## config.mk

```make
export PLATFORM = sky130hd
export DESIGN_NAME = edb_cell
export DESIGN_NICKNAME = d
export VERILOG_FILES = /design/src/hdl/edb_pkg.sv /design/src/hdl/edb_cell.sv
export SDC_FILE = /design/constraint.sdc
export NUM_CORES = 1
export LEC_CHECK = 0
export BUFFER_PORTS_ARGS = -buffer_cell sky130_fd_sc_hd__buf_2
export CAP_MARGIN = 20
export CORE_AREA = 2 2 39 41
export DETAILED_ROUTE_END_ITERATION = 16
export DIE_AREA = 0 0 41 43
export HOLD_SLACK_MARGIN = 0.02
export SYNTH_ARGS = -nofsm -noshare
export SYNTH_HDL_FRONTEND = slang
export SYNTH_SLANG_ARGS = --single-unit
```

## constraint.sdc

```tcl
create_clock -name clk -period 5.7 [get_ports clk]
set_input_delay 1.14 -clock clk [delete_from_list [all_inputs] [get_ports clk]]
set_output_delay 1.14 -clock clk [all_outputs]
set_load 0.1 [all_outputs]
```

## src/hdl/edb_pkg.sv

```systemverilog
// Shared constants, types and helpers for the edge-gated detail boost block.
`timescale 1ns / 1ps
`default_nettype none

package edb_pkg;

  localparam int DEF_MAX_WIDTH  = 1024;
  localparam int WIN_SIZE       = 5;   // rows covered by one mark column
  localparam int WIN_COLS       = 4;   // previous columns held in the cell chain
  localparam int HIST_W         = WIN_SIZE - 1;
  localparam int CELL_ONES_W    = 3;   // enough for a count of 0..5
  localparam int WIN_ONES_W     = 5;   // enough for a count of 0..25
  localparam int EDGE_COUNT_MIN = 13;
  localparam int FIFO_DEPTH     = 4;
  localparam int FIFO_PTR_W     = 2;
  localparam int FIFO_CNT_W     = 3;

  localparam int FRAME_WIDTH_W  = 11;
  localparam int FRAME_HEIGHT_W = 16;
  localparam int THRESHOLD_W    = 8;
  localparam int GAIN_W         = 6;
  localparam int PIXEL_W        = 8;
  localparam int DETAIL_W       = 9;
  localparam int CFG_INDEX_W    = 2;
  localparam int CFG_DATA_W     = 16;

  typedef enum logic [CFG_INDEX_W-1:0] {
    REG_FRAME_WIDTH    = 2'd0,
    REG_FRAME_HEIGHT   = 2'd1,
    REG_DIFF_THRESHOLD = 2'd2,
    REG_DETAIL_GAIN    = 2'd3
  } cfg_reg_t;

  localparam logic [FRAME_WIDTH_W-1:0]  RST_FRAME_WIDTH    = 11'd1024;
  localparam logic [FRAME_HEIGHT_W-1:0] RST_FRAME_HEIGHT   = 16'd1024;
  localparam logic [THRESHOLD_W-1:0]    RST_DIFF_THRESHOLD = 8'd0;
  localparam logic [GAIN_W-1:0]         RST_DETAIL_GAIN    = 6'd1;

  function automatic logic [CELL_ONES_W-1:0] ones_in_column(
    input logic [WIN_SIZE-1:0] bits
  );
    logic [CELL_ONES_W-1:0] n;
    n = '0;
    for (int i = 0; i < WIN_SIZE; i++) begin
      n = n + CELL_ONES_W'(bits[i]);
    end
    return n;
  endfunction

endpackage

`default_nettype wire

```

## src/hdl/edb_cell.sv

```systemverilog
// One window cell: holds a 5-row mark column and passes it to its neighbor.
`timescale 1ns / 1ps
`default_nettype none

module edb_cell
  import edb_pkg::*;
(
  input  wire logic                   clk,
  input  wire logic                   rst,
  input  wire logic                   shift_en,
  input  wire logic                   clear,
  input  wire logic [WIN_SIZE-1:0]    col_in,
  output      logic [WIN_SIZE-1:0]    col_out,
  output      logic [CELL_ONES_W-1:0] ones
);

  logic [WIN_SIZE-1:0] held;

  // start of a row: the window left of column zero is empty
  assign col_out = clear ? '0 : held;
  assign ones    = ones_in_column(col_out);

  always_ff @(posedge clk) begin
    if (rst) begin
      held <= '0;
    end else if (shift_en) begin
      held <= col_in;
    end
  end

endmodule

`default_nettype wire

```

==> impl_metrics.ini, run 1 <==
[finish]
multiInputGateArea_um2 = 153
area_growth_pct = 43.6
largest_reg_flops = 5
seq_area_um2 = 100
antenna_cells = 0
fin_cells = 59
stdcell_area_um2 = 379
num-fill-cells = 160
drive_gt1_share_pct = 44.2
regMostFlops = held
num-nets-final = 56
reg_top3 = held (5)

[logic_synthesis]
synth-simple-area-share_pct = 19.0
synth_mux_area_share_pct = 19.0
synth_top_area_share_pct = 37.9
synth-adder-area-share_pct = 19.9
ys_types = 7
synth_edf_count = 0
ys_async_sr_fraction_pct = 0
ys_warn_count = 0
synth_area_leaders = dfxtp_1 38%, mux2i_1 19%, fa_1 15%, nor2b_1 12%, nor2_1 7.1%
synth_xor_area_share_pct = 0
syn-instance-count = 24
syn_nets = 36
synth_area_um2 = 264
ys_seq_area_share_pct = 37.9
synth_common_cells = 5 x dfxtp_1, 5 x mux2i_1, 5 x nor2_1, 5 x nor2b_1, 2 x fa_1
synth_compound_area_share_pct = 0
synth_top_family_by_area = adder cells
synth-seq-cells = 5
ys.flop_type = dfxtp_1
synth_top_area_cell = dfxtp_1
avgSynthCellArea_um2 = 11.0

[timing]
setup_viol = 0
fmax_ghz = 0.239
hold_viol_final = 0
period_needed_ns = 4.18
rsz0062_at_grt = false
finalMaxSlewViolations = 0
slew_headroom_pct = 67.7
finalClockSkew_ns = 0
tns_ns = 0
fin_ws_ns = 1.52
worstMarginPinSlew_ns = 0.488
fin_crit_sh_pct = 73.3

[cts]
clock_latency_ns = 0.24
cts_buffer_depth = 2
cts_resized = 0
cts_tree = done
root_buffer = clkbuf_4
htreeDepth = 1
clkSlewWorstSetupHoldPaths_ns = 0.04
numClockSinks = 5
postCtsSetupRepairBufs = 0
cts.hold.buffers_added = 0
numCtsBuffers = 3

[place]
dp_slack_ns = 1.50
gp_congestion = 0.635
dp_cells = 55
place_area_um2 = 353
dp_hpwl_um = 483
port-buffer-count = 16

[critical_path]
rr_startpoint = held[0]
path_class = input pin to primary output
critPathMaxStageDelay_ns = 0.48
r2r-end = held[0]
crit_required_ns = 4.56
worstSetupStartpoint = clear
r2r_slack_ns = 5.11
start_kind = input pin
arrival_ns = 3.04
crit_chain = buf_2 > nor2b_1 > fa_1 > fa_1 > ha_1 > buf_2
r2r_cells = 2
crit_slowest_cell = fa_1
path_max_fanout = 5
crit_end = ones[1]
cp-end-kind = primary output

[global_routing]
grt_usage_pct = 7.55
grt_max_degree = 6
grt-ovfl-total = 0
grt_pass1_vias = 191
grt_pass1_wl_um = 779
antenna_found_initial = 0

[power_and_ir_drop]
vdd_drop_max_uv = 94.9
pwr_density_cell_mw_per_mm2 = 306
p_leak_nw = 0.213

[floorplanning]
dieArea_mm2 = 0.00176
rows = 14
initial_utilization_pct = 19.1
chipHeight_um = 43
die_w_um = 41
core_area_mm2 = 0.00138
ios = 17

[min_path]
min_path_type = flop to flop

[route]
drtIter0Drc = 0
ant_nets = 0
wl_per_cell_um = 9.29
drc_errors = 0
via_count = 232
totalWireLength_um = 548
drtPass1Iterations = 1
vias_per_cell = 3.93

[status]
status = finished, final reports clean

[flow_run]
drv_cap = 0
## final cells by class
type | count | area share, %
timing repair buffer | 16 | 21.1
tap | 16 | 5.28
sequential | 5 | 26.4
multi-input combinational | 18 | 40.3
clock buffer | 4 | 6.93
## metal layers
layer	global-route usage [%]	share of wire (%)	vias up
met5	0	0	-
met4	6.00	2.7	0
met3	4.71	15	2
met2	10.0	43	15
met1	8.12	39	101
li1	-	-	114
## power by group
| group | switching, mW | internal (mW) |
|---|---|---|
| Combinational | 0.0289 | 0.00777 |
| Clock | 0.0147 | 0.0265 |
| Sequential | 0.000989 | 0.0372 |
## cell families after synthesis
logic type	after synthesis
muxes	5
DFF	5
buffers and inverters	1
adders and majority gates	3
and+or+nand+nor	10
## critical path, delay by kind of cell
kind	cells	cell delay, ns
simple gates	1	0.19
buf+inv	2	0.55
fa+ha+maj	3	1.16
## placed cells by master, fill, tap and decap left out, drive strengths merged
cell | synthesis | routed
dfxtp | 5 | 5
nor2b | 5 | 5
mux2i | 5 | 5
buf | 1 | 16
fa | 2 | 2
nor2 | 5 | 5
ha | 1 | 1
clkbuf | 0 | 4
## through the flow
stage / utilization (%) / hold slack (ns) / total power [mW]
floorplan: - / 0.452 / 0.0702
global placement: 25.5 / 0.472 / 0.0754
detailed placement: 25.5 / 0.479 / 0.0759
CTS: 27.4 / 0.493 / 0.118
global route: 27.4 / 0.531 / 0.123
finish: 27.4 / 0.490 / 0.116
## worst min path at each step
stage | start | to | slack [ns] | cells after the start
finish | held[3] | held[3] | 0.49 | 2
floorplan | held[0] | held[0] | 0.45 | 2
global placement | held[3] | held[3] | 0.47 | 2
CTS | held[4] | held[4] | 0.49 | 2
global route | held[0] | held[0] | 0.53 | 2
detailed placement | held[4] | held[4] | 0.48 | 2
(Power assumes the default switching activity.)
==> run 2: changes to the inputs <==
==> constraint.sdc (replaced) <==
create_clock -name clk -period 3.4 [get_ports clk]
set_input_delay 0.68 -clock clk [delete_from_list [all_inputs] [get_ports clk]]
set_output_delay 0.68 -clock clk [all_outputs]
set_load 0.1 [all_outputs]
==> impl_metrics.ini, run 2 (synthesis results as in run 1) <==
[finish]
area_growth_pct = 66.8
utilization_pct = 31.8
layout.cells.most_common = buf_2
reg_top3 = held (5)
largest_reg_flops = 5
num-nets-final = 56
regMostFlops = held
antenna_cells = 0
drive_gt1_share_pct = 60.5
final_cell_mix = 14 x buf_2, 5 x mux2i_1, 5 x nor2_1, 5 x dfxtp_1

[cts]
postCtsSetupRepairBufs = 0
htreeDepth = 1
numCtsBuffers = 3
cts_tree = done
clkSlewWorstSetupHoldPaths_ns = 0.05
cts_buffer_depth = 2
cts_resized = 0
cts.hold.buffers_added = 0
numClockSinks = 5
root_buffer = clkbuf_4
clock_latency_ns = 0.24

[critical_path]
critPathMaxStageDelay_ns = 0.50
arrival_ns = 2.31
path_class = input pin to primary output
crit_required_ns = 2.72
crit_chain = buf_2 > nor2b_4 > fa_1 > fa_2 > ha_1 > buf_12
start_kind = input pin
path_max_fanout = 5
crit_slowest_cell = fa_1
cp-end-kind = primary output

[timing]
fmax_ghz = 0.334
finalMaxSlewViolations = 0
worstMarginPinSlew_ns = 0.486
rsz0062_at_grt = false
holdWs_ns = 0.497
fin_crit_sh_pct = 88.0
tns_ns = 0
finalClockSkew_ns = 0
setup_viol = 0
hold_viol_final = 0
slew_headroom_pct = 67.8
period_needed_ns = 2.99
fin_ws_ns = 0.408

[route]
ant_nets = 0
drc_errors = 0
vias_per_cell = 3.93
drtIter0Drc = 1
wl_per_cell_um = 10.1
totalWireLength_um = 595
drtPass1Iterations = 2
via_count = 232

[power_and_ir_drop]
combPwrFrac_pct = 37.0
seqPwrFrac_pct = 30.9
p_int_uw = 130
vdd_drop_max_uv = 123
p_leak_nw = 0.226
pwr_density_cell_mw_per_mm2 = 472
total_power_uw = 208
switching_share_pct = 37.4
netSwitchingPower_uw = 77.8
p_clk_share_pct = 32.1

[place]
dp_slack_ns = 0.391
port-buffer-count = 16
gp_congestion = 0.638
dp_hpwl_um = 509

[global_routing]
antenna_found_initial = 0
grt_pass1_vias = 237
grt_max_degree = 6
grt_usage_pct = 8.16
grt-ovfl-total = 0
grt_pass1_wl_um = 931

[flow_run]
drv_cap = 0

[min_path]
min_path_type = flop to flop

[status]
status = finished, final reports clean

[floorplanning]
ios = 17
die_w_um = 41
initial_utilization_pct = 19.1
core_area_mm2 = 0.00138
dieArea_mm2 = 0.00176
chipHeight_um = 43
rows = 14
-- run 2: cell types whose count changed in the layout (fill, tap and decap cells not counted), sizes merged --
cell	previous run	this run
clkbuf	4	3
clkinv	0	1
-- run 2: path summary, 6_finish.rpt --
check                from      end  slack (ns)  cells after the start
setup / recovery    clear  ones[1]        0.41                      6
hold reg to reg   held[2]  held[2]        0.50                      2
hold / removal    held[2]  held[2]        0.50                      2
setup reg to reg  held[0]  held[0]        2.80                      2
-- run 2: area by class of cell --
class                      instances  area [µm²]
clock buffer                       3        22.5
clock inverter                     1        5.00
fill                             148         943
multi-input combinational         18         183
sequential                         5         100
tap                               16        20.0
timing repair buffer              16         110
-- run 2: worst max-delay path, delay by kind of cell --
| kind | cells | cell delay, ns |
|---|---|---|
| fa+ha+maj | 3 | 1.18 |
| buf+inv | 2 | 0.38 |
| simple gates | 1 | 0.07 |
-- run 2: power groups by stage --
stage | logic, mW | registers, mW | clock network (mW)
2_1_floorplan | 0.0568 | 0.0646 | 0
3_3_place_gp | 0.0768 | 0.0654 | 0
3_5_place_dp | 0.0776 | 0.0654 | 0
4_1_cts | 0.0777 | 0.0643 | 0.0699
5_1_grt | 0.0805 | 0.0645 | 0.0751
6_report | 0.0768 | 0.0642 | 0.0668
-- run 2: per-layer routing --
metal  track usage (%)  routed length, µm
met4              6.00                  0
met5                 0                  0
met3              4.19                 90
met2              10.3                239
met1              10.1                265
-- run 2: stage by stage --
stage / cells / area [µm²]
after CTS: 59 / 440
after global placement: 55 / 413
after global routing: 59 / 440
final: 59 / 440
after detailed placement: 55 / 413
after floorplan: 24 / 294
